### config.mk
export PLATFORM = sky130hd
export DESIGN_NAME = phd_front_flat
export DESIGN_NICKNAME = d
export VERILOG_FILES = /design/src/design/phd_pkg.sv /design/src/design/phd_if.sv /design/src/design/phd_front.sv /design/src/flat_wrapper.sv
export SDC_FILE = /design/constraint.sdc
export NUM_CORES = 1
export LEC_CHECK = 0
export ABC_CLOCK_PERIOD_IN_PS = 9700
export BUFFER_PORTS_ARGS = -buffer_cell sky130_fd_sc_hd__buf_4
export CORE_AREA = 4 4 163 165
export CTS_CLUSTER_SIZE = 40
export DETAILED_ROUTE_END_ITERATION = 8
export DIE_AREA = 0 0 167 169
export PLACE_DENSITY = 0.6
export SLEW_MARGIN = 20
export SYNTH_ARGS = -nofsm -noshare
export SYNTH_HDL_FRONTEND = slang
export SYNTH_SLANG_ARGS = --single-unit
### constraint.sdc
create_clock -name clk -period 9.7 [get_ports clk]
set_input_delay 0.485 -clock clk [delete_from_list [all_inputs] [get_ports clk]]
set_output_delay 0.485 -clock clk [all_outputs]
set_load 0.03 [all_outputs]
### src/design/phd_pkg.sv
// Shared constants, command and job codes, and job type of the pair-distance histogram.
`default_nettype none

package phd_pkg;

    localparam int NUM_BINS    = 1024;
    localparam int BIN_W       = $clog2(NUM_BINS);
    localparam int QUEUE_DEPTH = 2;

    localparam int CMD_W      = 2;
    localparam int DIST_W     = 16;
    localparam int IDX_W      = 10;
    localparam int CNT_W      = 32;
    localparam int SCALE_W    = 16;
    localparam int BIU_W      = 11;
    localparam int CMP_W      = DIST_W + 1;
    localparam int CFG_IDX_W  = 1;
    localparam int CFG_DATA_W = 16;

    localparam logic [SCALE_W-1:0] SCALE_RESET = 16'd25600;
    localparam logic [BIU_W-1:0]   BIU_RESET   = 11'd700;

    localparam logic [CFG_IDX_W-1:0] CFG_BIN_SCALE   = 1'd0;
    localparam logic [CFG_IDX_W-1:0] CFG_BINS_IN_USE = 1'd1;

    localparam logic [CMD_W-1:0] CMD_CLEAR  = 2'd0;
    localparam logic [CMD_W-1:0] CMD_ADD    = 2'd1;
    localparam logic [CMD_W-1:0] CMD_SAMPLE = 2'd2;
    localparam logic [CMD_W-1:0] CMD_READ   = 2'd3;

    localparam int OP_W = 3;
    localparam logic [OP_W-1:0] OP_CLEAR     = 3'd0;
    localparam logic [OP_W-1:0] OP_ADD_BIN   = 3'd1;
    localparam logic [OP_W-1:0] OP_ADD_OVF   = 3'd2;
    localparam logic [OP_W-1:0] OP_SAMPLE    = 3'd3;
    localparam logic [OP_W-1:0] OP_READ      = 3'd4;
    localparam logic [OP_W-1:0] OP_READ_ZERO = 3'd5;

    typedef struct packed {
        logic [OP_W-1:0]  op;
        logic [BIN_W-1:0] addr;
    } phd_job_t;

endpackage

`default_nettype wire

### src/design/phd_if.sv
// Request and result channel interfaces of the pair-distance histogram.
`default_nettype none

interface phd_req_if;
    logic                        valid;
    logic                        ready;
    logic [phd_pkg::CMD_W-1:0]   cmd;
    logic [phd_pkg::DIST_W-1:0]  distance;
    logic [phd_pkg::IDX_W-1:0]   bin_index;

    modport source (output valid, cmd, distance, bin_index, input ready);
    modport sink   (input valid, cmd, distance, bin_index, output ready);
endinterface


`default_nettype wire

### src/design/phd_front.sv
// Front end: configuration registers, request intake and bin classification.
`default_nettype none

module phd_front (
    input  wire logic                             clk,
    input  wire logic                             rst_n,
    phd_req_if.sink                               req,
    input  wire logic                             cfg_we,
    input  wire logic [phd_pkg::CFG_IDX_W-1:0]    cfg_index,
    input  wire logic [phd_pkg::CFG_DATA_W-1:0]   cfg_wdata,
    input  wire logic                             init_busy,
    input  wire logic                             queue_full,
    output logic                                  push,
    output phd_pkg::phd_job_t                     job
);

    logic [phd_pkg::SCALE_W-1:0]                  scale_reg;
    logic [phd_pkg::BIU_W-1:0]                    biu_reg;
    logic [phd_pkg::DIST_W+phd_pkg::SCALE_W-1:0]  prod;
    logic [phd_pkg::DIST_W-1:0]                   bin;
    logic                                         bin_hit;
    logic                                         read_ok;

    always_ff @(posedge clk or negedge rst_n)
    begin
        if (!rst_n)
        begin
            scale_reg <= phd_pkg::SCALE_RESET;
            biu_reg   <= phd_pkg::BIU_RESET;
        end
        else if (cfg_we)
        begin
            case (cfg_index)
                phd_pkg::CFG_BIN_SCALE:   scale_reg <= cfg_wdata[phd_pkg::SCALE_W-1:0];
                phd_pkg::CFG_BINS_IN_USE: biu_reg   <= cfg_wdata[phd_pkg::BIU_W-1:0];
                default:                  ;
            endcase
        end
    end

    // Q8.8 times Q8.8 gives Q16.16; the bin is the integer part
    assign prod = req.distance * scale_reg;
    assign bin  = prod[phd_pkg::DIST_W+phd_pkg::SCALE_W-1:phd_pkg::SCALE_W];

    assign bin_hit = ({1'b0, bin} < phd_pkg::CMP_W'(biu_reg))
                  && ({1'b0, bin} < phd_pkg::CMP_W'(phd_pkg::NUM_BINS));
    assign read_ok = phd_pkg::CMP_W'(req.bin_index) < phd_pkg::CMP_W'(phd_pkg::NUM_BINS);

    always_comb
    begin
        job.addr = '0;
        case (req.cmd)
            phd_pkg::CMD_CLEAR:
            begin
                job.op = phd_pkg::OP_CLEAR;
            end
            phd_pkg::CMD_ADD:
            begin
                job.op   = bin_hit ? phd_pkg::OP_ADD_BIN : phd_pkg::OP_ADD_OVF;
                job.addr = phd_pkg::BIN_W'(bin);
            end
            phd_pkg::CMD_SAMPLE:
            begin
                job.op = phd_pkg::OP_SAMPLE;
            end
            default: // read
            begin
                job.op   = read_ok ? phd_pkg::OP_READ : phd_pkg::OP_READ_ZERO;
                job.addr = phd_pkg::BIN_W'(req.bin_index);
            end
        endcase
    end

    assign req.ready = !queue_full && !init_busy;
    assign push      = req.valid && req.ready;

endmodule

`default_nettype wire

### src/flat_wrapper.sv
// flat-port wrapper written by rule: the top's interface ports become plain ports
module phd_front_flat 
  (clk, rst_n, cfg_we, cfg_index, cfg_wdata, init_busy, queue_full, push, job, req_valid, req_cmd, req_distance, req_bin_index, req_ready);
  phd_req_if req_i ();
  input  wire logic clk;
  input  wire logic rst_n;
  input  wire logic cfg_we;
  input  wire logic [phd_pkg::CFG_IDX_W-1:0] cfg_index;
  input  wire logic [phd_pkg::CFG_DATA_W-1:0] cfg_wdata;
  input  wire logic init_busy;
  input  wire logic queue_full;
  output logic push;
  output phd_pkg::phd_job_t job;
  input wire logic [$bits(req_i.valid)-1:0] req_valid;
  input wire logic [$bits(req_i.cmd)-1:0] req_cmd;
  input wire logic [$bits(req_i.distance)-1:0] req_distance;
  input wire logic [$bits(req_i.bin_index)-1:0] req_bin_index;
  output wire logic [$bits(req_i.ready)-1:0] req_ready;
  assign req_i.valid = req_valid;
  assign req_i.cmd = req_cmd;
  assign req_i.distance = req_distance;
  assign req_i.bin_index = req_bin_index;
  assign req_ready = req_i.ready;
  phd_front u_core (.clk(clk), .rst_n(rst_n), .req(req_i), .cfg_we(cfg_we), .cfg_index(cfg_index), .cfg_wdata(cfg_wdata), .init_busy(init_busy), .queue_full(queue_full), .push(push), .job(job));
endmodule
* Word-level counts from Yosys, hierarchy flattened *
Index checks and enable logic that the tools add are counted.

word-level totals
  bits of input ports = 51
  logic and storage cells = 20
  bits in registers = 27

cells by class
  $mul = 1
  magnitude comparators = 2
  equal/unequal tests = 2
  mux-type cells = 3
  bitwise gates (word level) = 1
  reductions and logical operators = 9

operator list
  operator              count
  $mul 16x16->32        1
  $pmux 10 s2           1
  $lt 16x11->1          1
  $lt 16x11->1 const B  1
  $pmux 3 s3            1
  $reduce_and 2->1      2
  $logic_and 1x1->1     3
  $eq 2x1->1 const B    1
  $eq 2x2->1 const B    1
  $logic_not 1->1       2
  $logic_not 2->1       1
  $mux 2                1
  $reduce_or 2->1       1
  $not 1->1             1

* Logic depth before layout (Yosys ltp) *
  depth in word-level cells = 5
  mapped depth = 30
  depth with buffers taken out = 29

* Worst setup path before layout *
Ideal clock, no wire load.

  kind = input port to output port
  from = input port req_distance[10]
  to = output port job[10] in the netlist's numbering
  slack = 1589 ps
  arrival time = 7626 ps
  data required time = 9215 ps
  stages on the path = 26
  path through = clkbuf_1 nand2_1 fa_1 fa_1 fa_1 fa_1 inv_1 fa_1 inv_1 fa_1 inv_1 ha_1 nand4_1 nor4_1 o211ai_1 nand3_1 xnor2_1 ha_1 a21o_1 a21o_1 a21oi_1 o21a_1 o31ai_1 a221o_1 or4b_1 o31ai_1

RTL lines
  item                line                text
  start: declaration  flat_wrapper.sv:16  input wire logic [$bits(req_i.distance)-1:0] req_distance;
  end: declaration    flat_wrapper.sv:13  output phd_pkg::phd_job_t job;

==> results.md <==
Logic synthesis:
- The count of cell types in the netlist is 54.
- Synthesis produced a netlist with a net count of 1456.
- The mapped netlist covers 9870 um^2.
- The register bit total from synthesis is 27.
- Yosys attributes the largest share of cell area to sky130_fd_sc_hd__fa_1 39%, sky130_fd_sc_hd__ha_1 14%, sky130_fd_sc_hd__inv_1 9.5%.
- The number of synthesized flops with an enable pin is 0.
- The largest total area in the synthesized netlist belongs to sky130_fd_sc_hd__fa_1.
- Dividing the synthesized area by the synthesized cell count gives 8.97 um^2.
- Summing the sequential cell areas from Yosys gives 6.96% of the chip area.
- The multiplexer share of the synthesized area is 3.71%.
- The adder and majority cell fraction of the synthesized area is 53.2%.
- The combinational family with the most area after synthesis is adder cells.
- After synthesis, the share of flip-flops with an asynchronous set or reset is 100%.
- The complex-gate fraction of the synthesized area is 6.68%.
- After Yosys synthesis, XOR and XNOR cells account for 1.33% of the synthesized area.
- Of the total synthesized cell area, the portion taken by AND, OR, NAND and NOR gates is 16.9%.
- Summed over its instances, the top area cell type makes up 39.1% of the synthesized netlist area.
- The dominant synthesized flop cell is sky130_fd_sc_hd__dfrtp_1.
- The number of warnings issued by yosys is 0.
- The gate count of the mapped netlist is 1101.

Setup path:
- Along the worst path, the maximum fanout reaches 17.
- The kind of end point of the critical path is an output pin.
- The critical path is of the reg -> out type.
- The worst setup path is launched from a flip-flop.
- The critical path data arrival time is 8.36 ns.
- The number of cell instances on the worst register-to-register path is 1.
- The data required time of the critical path is 9.22 ns.

CTS:
- The clock passes through at most 2 buffers.
- After clock tree synthesis, the setup repair step added 0 buffers.
- The H-tree depth reported by CTS is 1.
- Clock-pin slew was measured on the worst setup and hold paths at 0.08 ns.
- In this run, post-CTS repair resized a total of 0 instances.
- The root cell of the clock tree is sky130_fd_sc_hd__clkbuf_16.
- The number of clock buffers added by TritonCTS is 3.
- For the worst-skew pair, the clock arrives at the later sink with an insertion delay of 0.26 ns.
- The number of hold-repair buffers added at the cts stage is 0.
- The TritonCTS clock tree is yes.
- Counting every sink on the clock net gives 27.

Place:
- The final weighted congestion of routability-driven global placement is 0.876.
- In this run, placement finished with an instance count of 1458.
- Buffers placed on the I/O ports in this run total 65.
- The half-perimeter wire length of the detailed placement result is 20.2 mm.

Floorplanning:
- In this run the vertical extent of the chip is 169 um.
- The core region is 25000 um^2.
- The count of standard-cell rows is 58.
- 66 I/O pins were placed.
- The area of the die is 28200 um^2.
- The floorplan die width is 167 um.
- Once the floorplan was initialized, standard cells occupied 39.4% of the core.

Timing:
- Headroom to the max-slew limit came out at 44.4%.
- The part of the cycle the worst path needs is 91.1%.
- The tightest hold path in the finished design has a slack of 0.134 ns.
- Timing would allow up to 113 MHz.
- Setup repair after global routing left no endpoint under its margin.
- The sum of negative setup slack is 0 ns.
- The worst path needs 8.84 ns of the cycle, external delays included.
- The post-route clock skew is 0 ns.
- The total count of hold-check failures in the final report was 0.
- The final count of negative-setup-slack endpoints is 0.
- At the pin with the least slew margin, the transition time is 0.835 ns.
- The final max-slew violation count is 0.

Global route:
- In the global route stage, overall resource usage came out at 18.0%.
- For this run, global-route usage on met1 was measured as 24.6%.
- Global routing used 32.3% of the available met2 tracks.
- The initial antenna violation count is 0.
- Entering global routing, the biggest net connects 28 pins.
- The global routing stage identified its most utilized layer as met2.
- The number of global-route vias before repair is 7906.
- The first-pass GRT wire length is 41.5 mm.
- The remaining global-route overflow is 0.
- The fraction of met3 tracks used by global routing is 0.747%.

Drt:
- After detailed routing, the number of remaining DRC violations is 0.
- Using the TritonRoute via totals, the vias-per-cell ratio works out to 4.98.
- The iteration count of the initial detailed-routing pass is 5.
- After detailed routing, the average wire length per cell comes to 16.8 um.
- The first routing iteration left 255 violations.
- For this block, the routed nets add up to 24.6 mm of wire.
- The final route contains 7292 vias.
- The remaining antenna violation count after routing is 0.

Final layout:
- The number of standard cells in the layout, taps in and fillers out is 1463.
- After the last flow step, the layout net total stands at 1488.
- In the layout the commonest cells are 251 x sky130_fd_sc_hd__inv_1, 193 x sky130_fd_sc_hd__fa_1, 160 x sky130_fd_sc_hd__nand2_1, 120 x sky130_fd_sc_hd__and2_1, 111 x sky130_fd_sc_hd__ha_1.
- The most common cell after layout, fill and taps aside is sky130_fd_sc_hd__inv_1.
- The flip-flop count of the largest register after layout is 16.
- Of the cells placed in the final design, the portion with a size suffix greater than 1 is 10.8%.
- The layout overhead on the synthesized area is 8.57%.

Run status:
- The flow ran to the end, and the final reports show no timing, DRC or antenna violations.

Hold path:
- The kind of path behind the tightest hold check is in -> async.

Job:
- The number of maximum-capacitance constraint violations is 0.
[Yosys cell counts, drive strengths merged (9+ instances only)]
master,instances
inv,251
a21o,12
and2,121
fa,193
nand2,160
dfstp,9
mux2,29
ha,111
xnor2,11
dfrtp,18
o21ai,11
nand3,14
nor2,12
a21oi,24
clkbuf,37
[through the flow]
step | setup slack (ns) | area [um^2] | utilization, %
after floorplan | 1.59 | 9870 | -
after global placement | 1.30 | 10600 | 42.5
after detailed placement | 1.22 | 10600 | 42.5
after CTS | 0.862 | 10700 | 42.8
after global routing | 0.398 | 10700 | 42.8
final | 0.860 | 10700 | 42.8
[logic make-up (layout without fill, tap and decap cells)]
kind of cell	Yosys count	in the layout
flops	27	27
compound gates	95	95
buf+inv	292	323
mux	33	33
xor+xnor	15	15
fa+ha+maj	304	304
simple gates	335	335
other cells	0	1
[routing by layer]
metal | wire [um] | share of wire (%)
met5 | 0 | 0
met1 | 11000 | 45
met2 | 12700 | 52
met4 | 378 | 1.5
met3 | 533 | 2.2
[cell type report]
| cell class | instances | area, um^2 |
|---|---|---|
| fillers | 2534 | 14300 |
| multi-input cells | 782 | 8080 |
| inverters | 251 | 942 |
| flip-flops and latches | 27 | 687 |
| repair buffers | 68 | 510 |
| well taps | 330 | 413 |
| clock buffers | 3 | 75.1 |
| clock inverters | 1 | 8.76 |
| diodes | 1 | 2.50 |
[worst max-delay path: stages (launching register included)]
cell                       delay (ns)
sky130_fd_sc_hd__dfrtp_1         0.89
sky130_fd_sc_hd__nand2_1         0.15
sky130_fd_sc_hd__fa_1            0.51
sky130_fd_sc_hd__fa_1            0.58
sky130_fd_sc_hd__fa_1            0.45
sky130_fd_sc_hd__fa_1            0.57
sky130_fd_sc_hd__inv_1           0.06
sky130_fd_sc_hd__fa_1            0.54
sky130_fd_sc_hd__inv_1           0.06
sky130_fd_sc_hd__fa_1            0.54
sky130_fd_sc_hd__inv_1           0.05
sky130_fd_sc_hd__ha_1            0.33
sky130_fd_sc_hd__nand4_1         0.15
sky130_fd_sc_hd__o22ai_1         0.13
sky130_fd_sc_hd__a21oi_1         0.14
sky130_fd_sc_hd__o211ai_1        0.16
sky130_fd_sc_hd__a31oi_1         0.28
sky130_fd_sc_hd__o21bai_1        0.12
sky130_fd_sc_hd__xor2_1          0.21
sky130_fd_sc_hd__ha_1            0.24
sky130_fd_sc_hd__a211oi_1        0.33
sky130_fd_sc_hd__and3_1          0.21
sky130_fd_sc_hd__mux2i_1         0.10
sky130_fd_sc_hd__a221o_1         0.35
sky130_fd_sc_hd__or4b_1          0.47
sky130_fd_sc_hd__o31ai_1         0.26
sky130_fd_sc_hd__buf_4           0.22
[final timing paths]
| kind | startpoint | to | slack (ns) |
|---|---|---|---|
| max | u_core.scale_reg[3] | job[10] | 0.86 |
| min | rst_n | u_core.scale_reg[5] | 0.13 |
| max reg2reg | u_core.scale_reg[3] | u_core.scale_reg[3] | 8.47 |
| min reg2reg | u_core.biu_reg[10] | u_core.biu_reg[10] | 0.51 |
| max in group asynchronous | rst_n | u_core.scale_reg[13] | 9.24 |
| min in group clk | cfg_wdata[15] | u_core.scale_reg[15] | 0.44 |
Power is not shown: default switching activity piles up to over one toggle a cycle in this logic, so the estimate is an artifact.
