`src/design/phd_pkg.sv`:
```
// Shared constants, command and job codes, and job type of the pair-distance histogram.
`default_nettype none

package phd_pkg;

    localparam int NUM_BINS    = 1024;
    localparam int BIN_W       = $clog2(NUM_BINS);
    localparam int QUEUE_DEPTH = 2;

    localparam int CMD_W      = 2;
    localparam int DIST_W     = 16;
    localparam int IDX_W      = 10;
    localparam int CNT_W      = 32;
    localparam int SCALE_W    = 16;
    localparam int BIU_W      = 11;
    localparam int CMP_W      = DIST_W + 1;
    localparam int CFG_IDX_W  = 1;
    localparam int CFG_DATA_W = 16;

    localparam logic [SCALE_W-1:0] SCALE_RESET = 16'd25600;
    localparam logic [BIU_W-1:0]   BIU_RESET   = 11'd700;

    localparam logic [CFG_IDX_W-1:0] CFG_BIN_SCALE   = 1'd0;
    localparam logic [CFG_IDX_W-1:0] CFG_BINS_IN_USE = 1'd1;

    localparam logic [CMD_W-1:0] CMD_CLEAR  = 2'd0;
    localparam logic [CMD_W-1:0] CMD_ADD    = 2'd1;
    localparam logic [CMD_W-1:0] CMD_SAMPLE = 2'd2;
    localparam logic [CMD_W-1:0] CMD_READ   = 2'd3;

    localparam int OP_W = 3;
    localparam logic [OP_W-1:0] OP_CLEAR     = 3'd0;
    localparam logic [OP_W-1:0] OP_ADD_BIN   = 3'd1;
    localparam logic [OP_W-1:0] OP_ADD_OVF   = 3'd2;
    localparam logic [OP_W-1:0] OP_SAMPLE    = 3'd3;
    localparam logic [OP_W-1:0] OP_READ      = 3'd4;
    localparam logic [OP_W-1:0] OP_READ_ZERO = 3'd5;

    typedef struct packed {
        logic [OP_W-1:0]  op;
        logic [BIN_W-1:0] addr;
    } phd_job_t;

endpackage

`default_nettype wire

```
`src/design/phd_queue.sv`:
```
// Short job queue between the front end and the histogram engine.
`default_nettype none

module phd_queue (
    input  wire logic                clk,
    input  wire logic                rst_n,
    input  wire logic                push,
    input  wire phd_pkg::phd_job_t   push_job,
    input  wire logic                pop,
    output logic                     full,
    output logic                     empty,
    output phd_pkg::phd_job_t        head
);

    localparam int QP_W = $clog2(phd_pkg::QUEUE_DEPTH);
    localparam int QC_W = $clog2(phd_pkg::QUEUE_DEPTH + 1);

    phd_pkg::phd_job_t slot_reg [phd_pkg::QUEUE_DEPTH];
    logic [QP_W-1:0]   wr_ptr_reg, wr_ptr_next;
    logic [QP_W-1:0]   rd_ptr_reg, rd_ptr_next;
    logic [QC_W-1:0]   count_reg, count_next;

    assign full  = count_reg == QC_W'(phd_pkg::QUEUE_DEPTH);
    assign empty = count_reg == '0;
    assign head  = slot_reg[rd_ptr_reg];

    always_comb
    begin
        wr_ptr_next = wr_ptr_reg;
        rd_ptr_next = rd_ptr_reg;
        if (push)
            wr_ptr_next = (wr_ptr_reg == QP_W'(phd_pkg::QUEUE_DEPTH - 1)) ? '0
                                                                         : wr_ptr_reg + 1'b1;
        if (pop)
            rd_ptr_next = (rd_ptr_reg == QP_W'(phd_pkg::QUEUE_DEPTH - 1)) ? '0
                                                                         : rd_ptr_reg + 1'b1;
        case ({push, pop})
            2'b10:   count_next = count_reg + 1'b1;
            2'b01:   count_next = count_reg - 1'b1;
            default: count_next = count_reg;
        endcase
    end

    always_ff @(posedge clk or negedge rst_n)
    begin
        if (!rst_n)
        begin
            wr_ptr_reg <= '0;
            rd_ptr_reg <= '0;
            count_reg  <= '0;
        end
        else
        begin
            wr_ptr_reg <= wr_ptr_next;
            rd_ptr_reg <= rd_ptr_next;
            count_reg  <= count_next;
        end
    end

    always_ff @(posedge clk)
    begin
        if (push)
            slot_reg[wr_ptr_reg] <= push_job;
    end

endmodule

`default_nettype wire

```
`config.mk`:
```
export PLATFORM = sky130hd
export DESIGN_NAME = phd_queue
export DESIGN_NICKNAME = d
export VERILOG_FILES = /design/src/design/phd_pkg.sv /design/src/design/phd_queue.sv
export SDC_FILE = /design/constraint.sdc
export NUM_CORES = 1
export LEC_CHECK = 0
export BUFFER_PORTS_ARGS = -buffer_cell sky130_fd_sc_hd__buf_2
export CAP_MARGIN = 20
export CORE_MARGIN = 3
export CORE_UTILIZATION = 31
export DETAILED_ROUTE_END_ITERATION = 10
export GPL_TIMING_DRIVEN = 0
export MAX_ROUTING_LAYER = met4
export PLACE_DENSITY = 0.58
export SLEW_MARGIN = 10
export SYNTH_ARGS = -nofsm -noshare
export SYNTH_HDL_FRONTEND = slang
export SYNTH_SLANG_ARGS = --single-unit
```
`constraint.sdc`:
```
create_clock -name clk -period 3.2 [get_ports clk]
set_input_delay 0.32 -clock clk [delete_from_list [all_inputs] [get_ports clk]]
set_output_delay 0.32 -clock clk [all_outputs]
set_load 0.1 [all_outputs]
```
# Word level (Yosys, flattened, before mapping)
# Memory sizes are Yosys's and may differ from the RTL's.
# Index checks and enable logic that the tools add are counted.
# classes
add_sub_neg	4
n_eq_ne	3
mux	5
reduce_logical	2
# op_table
operator	count
equality test 2 bit (second input constant)	2
two-way mux 1 bit	4
case mux 2 bit (2 select lines)	1
adder 1 bit (second input constant)	2
adder 2 x 1 -> 2 bit (second input constant)	1
equality test 2 x 1 -> 1 bit (second input constant)	1
logical NOT 2 bit	1
nonzero test 2 bit	1
subtractor 2 x 1 -> 2 bit (second input constant)	1
# word_totals
ff_bits	4
mem_bits_rw	26
inputBits	17
output_inout_bits	15
n_memories	1
# mem_list
name	depth	width	rd	rd_clocked_by_memory_dff	write_ports	line	text
slot_reg	2	13	1	0	1	phd_queue.sv:18	phd_pkg::phd_job_t slot_reg [phd_pkg::QUEUE_DEPTH];

# Longest topological paths before layout
# Gate-level depths: netlist (run 1).
# depth
ltp_word	2
mapped_depth	5
depth_no_buf	5

# Least setup slack after synthesis (run 1)
# No wires, ideal clock.
# synth_path
path_type	flip-flop to output port
from	register count_reg[0]
to	output port empty
t_arrival_ns	1.677
setup_slack_ns	1.203
path_stages_with_launch	2
path_buffers	0
cell_sequence	dfrtp_1 > nor2_1
# synth_between
elab_chain_cells	1
# synth_lines
element	line	text
from (decl)	phd_queue.sv:21	logic [QC_W-1:0] count_reg, count_next;
from (signal assigned)	phd_queue.sv:56	count_reg <= count_next;
logical NOT 2 bit	phd_queue.sv:24	assign empty = count_reg == '0;
to (decl)	phd_queue.sv:11	output logic empty,
# No other way between the ends.

==> results summary, run 1 <==
After synthesis the netlist holds a flip-flop and latch count of 30. The total clock sinks is 30. Ranked by total cell area, the synthesized netlist is headed by sky130_fd_sc_hd__edfxtp_1 69%, sky130_fd_sc_hd__mux2_2 13%, sky130_fd_sc_hd__dfrtp_1 8.9%. In this run the critical register-to-register path is captured at slot_reg[0][2]. The area taken by flip-flops and latches is between 800 and 900 sq um. Dividing the synthesized area by the synthesized cell count gives 20.1 sq um. The boundary pin count came out at 32. Summed over all layers, the global routing overflow is 0. The die covers between 4000 and 5000 sq um. The post-synthesis cell count is between 50 and 60. The maximum clock insertion buffer count is 2.

The antenna diode count is 0. In this run the critical register-to-register path is launched from wr_ptr_reg. The sequential-to-total area share from yosys stat came out at 0.783.

The flow ran to the end, and the final reports show no timing, DRC or antenna violations. Dividing the final minimum period by the clock period gives 0.600. On the critical path, the stage with the largest delay is an instance of sky130_fd_sc_hd__dfrtp_1. The biggest area consumer among synthesized cells is sky130_fd_sc_hd__edfxtp_1.

The hold violation count in the final report came out at 0. The wire length of the first global-routing pass came out at ~2.9 mm. STA classifies the critical path endpoint as an output pin. Measured in cells, the most critical reg-to-reg path has a length of 2.

The routed layout has 610 vias. The delay of the slowest cell on the worst path came out at ~450 ps. Between clock sinks in the finished design, the worst skew comes to 2.75 ps. Based on the critical path, the design can be clocked at up to between 500 and 600 MHz. The core region is between 3000 and 4000 sq um. The clock insertion delay at the later pin of the skew report came out at 310 ps. The number of levels in the clock H-tree is 2. Clock-pin slew was measured on the worst setup and hold paths at about 90 ps.

The worst hold path terminates at slot_reg[1][12]. TritonCTS built the clock tree. The number of rows created at floorplan came out at 21. The number of antenna violations at the first check in global routing is 0. Setup violations remaining at the end of the flow were counted as 0. In this run the remaining antenna-violating nets after routing total 0. The final RePlAce weighted congestion came out at roughly 0.64. STA classifies the critical path startpoint as a flop.

Entering global routing, the biggest net connects 14 pins. The worst slew margin relative to its limit is 0.580. The Yosys warning count came out at 0. The x dimension of the die came out at roughly 66 um. The routed length per instance is ~12 um. The multi-input logic area is ~230 sq um. The startpoint identified for the worst hold timing path is push_job[12].

The transition time at the pin with the least slew margin is 631 ps. Buffers inserted to repair hold after CTS numbered 1. Setup repair after global routing left no endpoint under its margin.

Along the worst path, the maximum fanout reaches 10. The via count of the first global-routing pass came out at roughly 650. Traced cell by cell, the critical path runs through buf_6 -> mux2_2 -> buf_2. The initial core utilization is 0.329.

The final count of pins violating max slew is 0. The number of instances on the worst hold path is 1. The path class of the tightest hold or removal check is in -> reg.

The post-cts gate resize count came out at 0. The number of library cell types mapped by synthesis came out at 11. The signed area change from the synthesized netlist to the final layout is 26.1%. The floorplan step set the die height to roughly 66 um. TritonCTS created 5 clock buffers. The buffer count from post-CTS setup fixing came out at 0. The routed design has 1.78 mm of wire. The area of the mapped netlist came out at roughly 1100 sq um. The total of buffers placed on input and output ports came out at 31. The flip-flop count of the largest register after layout is 26.

The required time of the worst setup path is between 2000 and 3000 ps. The time the worst path needs with I/O delays and setup came out at 1920 ps. In the routed design, unresolved DRC markers number 0. The kind of critical path is reg -> out. STA puts the critical path data arrival time at about 1600 ps.

The library cell used as clock root buffer is sky130_fd_sc_hd__clkbuf_4. The final-stage net count came out at 114. The net count after synthesis is 74. In the final timing run, aggregate negative setup slack is 0 ps. The number of filler cells placed in the layout is 330. The tool flagged a number of max-cap violations equal to 0. The first TritonRoute pass finished after 4 iterations. The HPWL after detailed placement came out at 1.29 mm. After the first detailed-routing iteration, the DRC count stood at 14.

The global routing usage summed across all routing layers is 0.0974. Of the post-synthesis cell area, the dominant cell type holds 0.694. The setup slack on the worst flop-to-flop path came out at 1860 ps.

The via-per-instance ratio came out at approximately 4.3. The share of cells above drive strength 1 is 0.557.
## layout make-up
cell class / count / share of cell area
sequential: 30 / 0.621
clock buffer: 7 / 0.0388
tap: 46 / 0.0406
inverter: 1 / 0.00265
multi-input combinational: 24 / 0.161
timing repair buffer: 33 / 0.124
clock inverter: 1 / 0.00353
buffer: 1 / 0.00794
## synthesized netlist by cell type
master and count:
sky130_fd_sc_hd__and2_1 1, sky130_fd_sc_hd__and2b_2 1, sky130_fd_sc_hd__ha_1 1, sky130_fd_sc_hd__edfxtp_1 26
sky130_fd_sc_hd__xnor2_1 2, sky130_fd_sc_hd__nor2_1 3, sky130_fd_sc_hd__buf_6 1, sky130_fd_sc_hd__inv_1 1
sky130_fd_sc_hd__xor2_1 3, sky130_fd_sc_hd__dfrtp_1 4, sky130_fd_sc_hd__mux2_2 13
## cells by family after synthesis
group,count (synthesis),share of synthesized area
mux,13,0.130
flops,30,0.783
xor+xnor,5,0.0389
buf+inv,2,0.0133
fa+ha+maj,1,0.0111
simple gates,5,0.0234
## worst max-delay path by stage
stage / cells after the start / end / slack, ps / from
2_1_floorplan: 1 / empty / 1200 / count_reg[0]
3_3_place_gp: 3 / slot_reg[0][9] / 1410 / push
3_5_place_dp: 3 / head[3] / 1590 / rd_ptr_reg
4_1_cts: 3 / head[3] / 1220 / rd_ptr_reg
5_1_grt: 3 / head[9] / 1160 / rd_ptr_reg
6_report: 3 / head[3] / 1280 / rd_ptr_reg
## layer usage
metal / wire length, um / global-route usage / part of all wire
met5: 0 / - / 0
met2: 814 / 0.144 / 0.46
met4: 34 / 0.0381 / 0.019
met1: 792 / 0.111 / 0.44
met3: 139 / 0.0527 / 0.078
## critical path: cells and delay by family (launching register included)
kind     cells  cell delay [ps]
flops        1              450
mux          1              350
buf+inv      2              480
## per-stage QoR
stage          hold slack, ps  instance area [sq um]  setup WS, ps  instances   util
6_report                  191                   1420          1280        143  0.415
5_1_grt                   160                   1420          1160        143  0.415
4_1_cts                   168                   1420          1220        143  0.415
3_5_place_dp              135                   1350          1590        134  0.395
3_3_place_gp              133                   1340          1410        133  0.392
2_1_floorplan            24.4                   1120          1200         56      -
## layout by cell type (no fill, tap or decap), drive strengths merged
| cell | synthesis | routed |
|---|---|---|
| buf | 1 | 33 |
| edfxtp | 26 | 26 |
| mux2 | 13 | 13 |
| clkbuf | 0 | 7 |
| dfrtp | 4 | 4 |
| nor2 | 3 | 3 |
| xor2 | 3 | 3 |
| xnor2 | 2 | 2 |
| inv | 1 | 1 |
| and2b | 1 | 1 |
| and2 | 1 | 1 |
| ha | 1 | 1 |
| clkinv | 0 | 1 |
| dlygate4sd3 | 0 | 1 |
Power of run 1 is left out: the tool's default activity adds up to more than one toggle a clock period on the data nets, which glitch-free logic cannot reach.
==> run 2: changes to the inputs <==
==> constraint.sdc (replaced) <==
create_clock -name clk -period 1.8 [get_ports clk]
set_input_delay 0.18 -clock clk [delete_from_list [all_inputs] [get_ports clk]]
set_output_delay 0.18 -clock clk [all_outputs]
set_load 0.1 [all_outputs]
==> results summary, run 2 (synthesis results as in run 1) <==
Run status: finished, final reports clean (unchanged). The transition time at the pin with the least slew margin is 727 ps (was 631 ps). The count of endpoints failing setup in the final report is 0 (unchanged). The setup slack on the worst flop-to-flop path was 250 ps (was 1860 ps). The class of the tightest hold or removal check was in -> reg (unchanged).

The endpoint type of the worst setup path was an output pin (unchanged). The initial core utilization came to 0.329 (unchanged). The maximum operating frequency came out at a little under 600 MHz. The post-placement worst setup slack was 189 ps (was 1590 ps). The clock insertion delay at the later pin of the skew report is 310 ps (about the same).

The number of rows created at floorplan came out at 21 (unchanged). The boundary pin count was 32 (unchanged). The clock slew at the register clock pins of the worst setup and hold paths came to 90 ps (about the same). The full die area is 4390 sq um (unchanged).

The required time of the worst setup path is 1620 ps (was 2880 ps). The flip-flop count of the largest register after layout came out at 26 (unchanged). Top library cells by usage in the layout, fill and taps aside: 26 x sky130_fd_sc_hd__edfxtp_1, 22 x sky130_fd_sc_hd__buf_2, 13 x sky130_fd_sc_hd__mux2_2 (was 31 x sky130_fd_sc_hd__buf_2, 26 x sky130_fd_sc_hd__edfxtp_1, 13 x sky130_fd_sc_hd__mux2_2). The TritonCTS clock tree is built (unchanged). The number of cells traversed by the worst register-to-register path came out at 2 (unchanged). The total clock sinks is 30 (unchanged). The number of levels in the clock H-tree is 2 (unchanged). The signed area change from the synthesized netlist to the final layout came out at 27.6% (was 26.1%). The peak fanout along the critical path was 10 (unchanged). The residual DRC count is 0 (unchanged). The library cell used as clock root buffer is sky130_fd_sc_hd__clkbuf_4 (unchanged). The buffer count from post-CTS setup fixing came out at 0 (unchanged). The final count of pins violating max slew was 0 (unchanged).

The type of element launching the critical path is a flop (unchanged). The area of the core came to 3420 sq um (unchanged). The number of antenna violations at the first check in global routing is 0 (unchanged). The total iterations of the first detailed-routing run is 2 (was 4). The time the worst path needs with I/O delays and setup came out at 1680 ps. The total clock buffers created by CTS came out at 5 (unchanged). The highest layer used for signal routing is met4 (unchanged). The source of the critical timing path is rd_ptr_reg (unchanged).

The antenna diode count was 0 (unchanged). The destination of the critical timing path is head[4] (was head[3]). The die span in y is 66.2 um (unchanged). The number of routed nets with antenna violations was 0 (unchanged). The total of buffers placed on input and output ports was 31 (unchanged). The final-stage net count is 114 (unchanged). The detailed-routed wire length on met3 is 169 um (was 139 um).

The most common cell after layout, fill and taps aside was sky130_fd_sc_hd__edfxtp_1 (was sky130_fd_sc_hd__buf_2). The via-per-instance ratio was 4.21 (was 4.27). The aggregate negative setup slack is 0 ps (unchanged). The number of max-cap violations is 0 (unchanged). The worst-case clock skew is 4.53 ps (was 2.75 ps). The number of filler cells placed in the layout is 338 (was 330). The maximum clock insertion buffer count came to 2 (unchanged). The hold violation count in the final report is 0 (unchanged). The endpoint of the most critical register-to-register path was slot_reg[0][7] (was slot_reg[0][2]). The global routing usage summed across all routing layers came out at 0.0963 (was 0.0974).

The share of the clock period used by the worst path is 0.932. The smallest setup slack after layout is 122 ps (was 1280 ps). Setup repair after global routing missed its margin: false (unchanged).

The via count of the first global-routing pass is 661 (was 649). The endpoint arrival time on the critical path is 1500 ps (was 1600 ps). The wire length on met2 is 923 um (was 814 um). The routed length per instance is 13.2 um (was 12.4 um).

The number of DRC markers after the initial detailed-route iteration is 25 (was 14). The x dimension of the die is 66.2 um (unchanged). The reg-to-reg startpoint was wr_ptr_reg (unchanged). The vias after detailed routing was 602 (was 610).

The total overflow reported by the global router came out at 0 (unchanged). The routed length on met1 is 792 um (unchanged). The final RePlAce weighted congestion is 0.703 (was 0.636). The maximum number of pins on one net before global-route repair came out at 14 (unchanged). The wire length reported by the detailed router was 1.89 mm (was 1.78 mm). The kind of critical path was reg -> out (unchanged).

The worst slew margin relative to its limit came to 0.514 (was 0.580). The share of cells above drive strength 1 came to 0.577 (was 0.557). The HPWL after detailed placement came out at 1.38 mm (was 1.29 mm). The wire length of the first global-routing pass came out at 2.91 mm (was 2.88 mm).
[run 2: worst min-delay path by stage]
stage / endpoint / start / cells after the start / slack (ps)
2_1_floorplan: count_reg[0] / rst_n / 0 / -120
3_3_place_gp: count_reg[0] / rst_n / 1 / -10
3_5_place_dp: wr_ptr_reg / rst_n / 1 / -5
4_1_cts: slot_reg[0][9] / push_job[9] / 1 / 30
5_1_grt: slot_reg[0][3] / push_job[3] / 1 / 20
6_report: rd_ptr_reg / pop / 2 / 50
[run 2: area by class of cell]
cell class	instances	area, sq um	area share
inverters	1	3.75	0.00262
plain buffers	1	11.3	0.00785
well taps	46	57.6	0.0401
clock buffers	5	37.5	0.0262
multi-input cells	24	231	0.161
flip-flops and latches	30	882	0.615
repair buffers	33	195	0.136
clock inverters	3	16.3	0.0113
[run 2: routing by layer]
layer | vias to the layer above | GRT usage
li1 | 289 | -
met1 | 284 | 0.102
met2 | 27 | 0.151
met3 | 2 | 0.0561
met4 | 0 | 0.0305
met5 | - | -
[run 2: metrics by stage]
step                hold WS [ps]  instances   util  cell area, sq um
global placement           -10.5        133  0.392              1340
finish                      53.1        143  0.420              1440
global route                20.5        143  0.420              1440
floorplan                   -116         56      -              1130
detailed placement         -4.97        134  0.395              1350
CTS                         33.0        143  0.420              1430
[run 2: critical path, stage by stage (launching register included)]
cell,delay [ps]
sky130_fd_sc_hd__dfrtp_2,430
sky130_fd_sc_hd__buf_6,180
sky130_fd_sc_hd__mux2_2,350
sky130_fd_sc_hd__buf_4,230
[run 2: timing repair]
item | 4_1_cts | 5_1_grt
setup endpoints to repair | 9 | 9
resized for setup | 9 | 1
hold buffers | 1 | 0
endpoints found under the hold margin | 4 | 0
Power of run 2 is left out for the same reason.
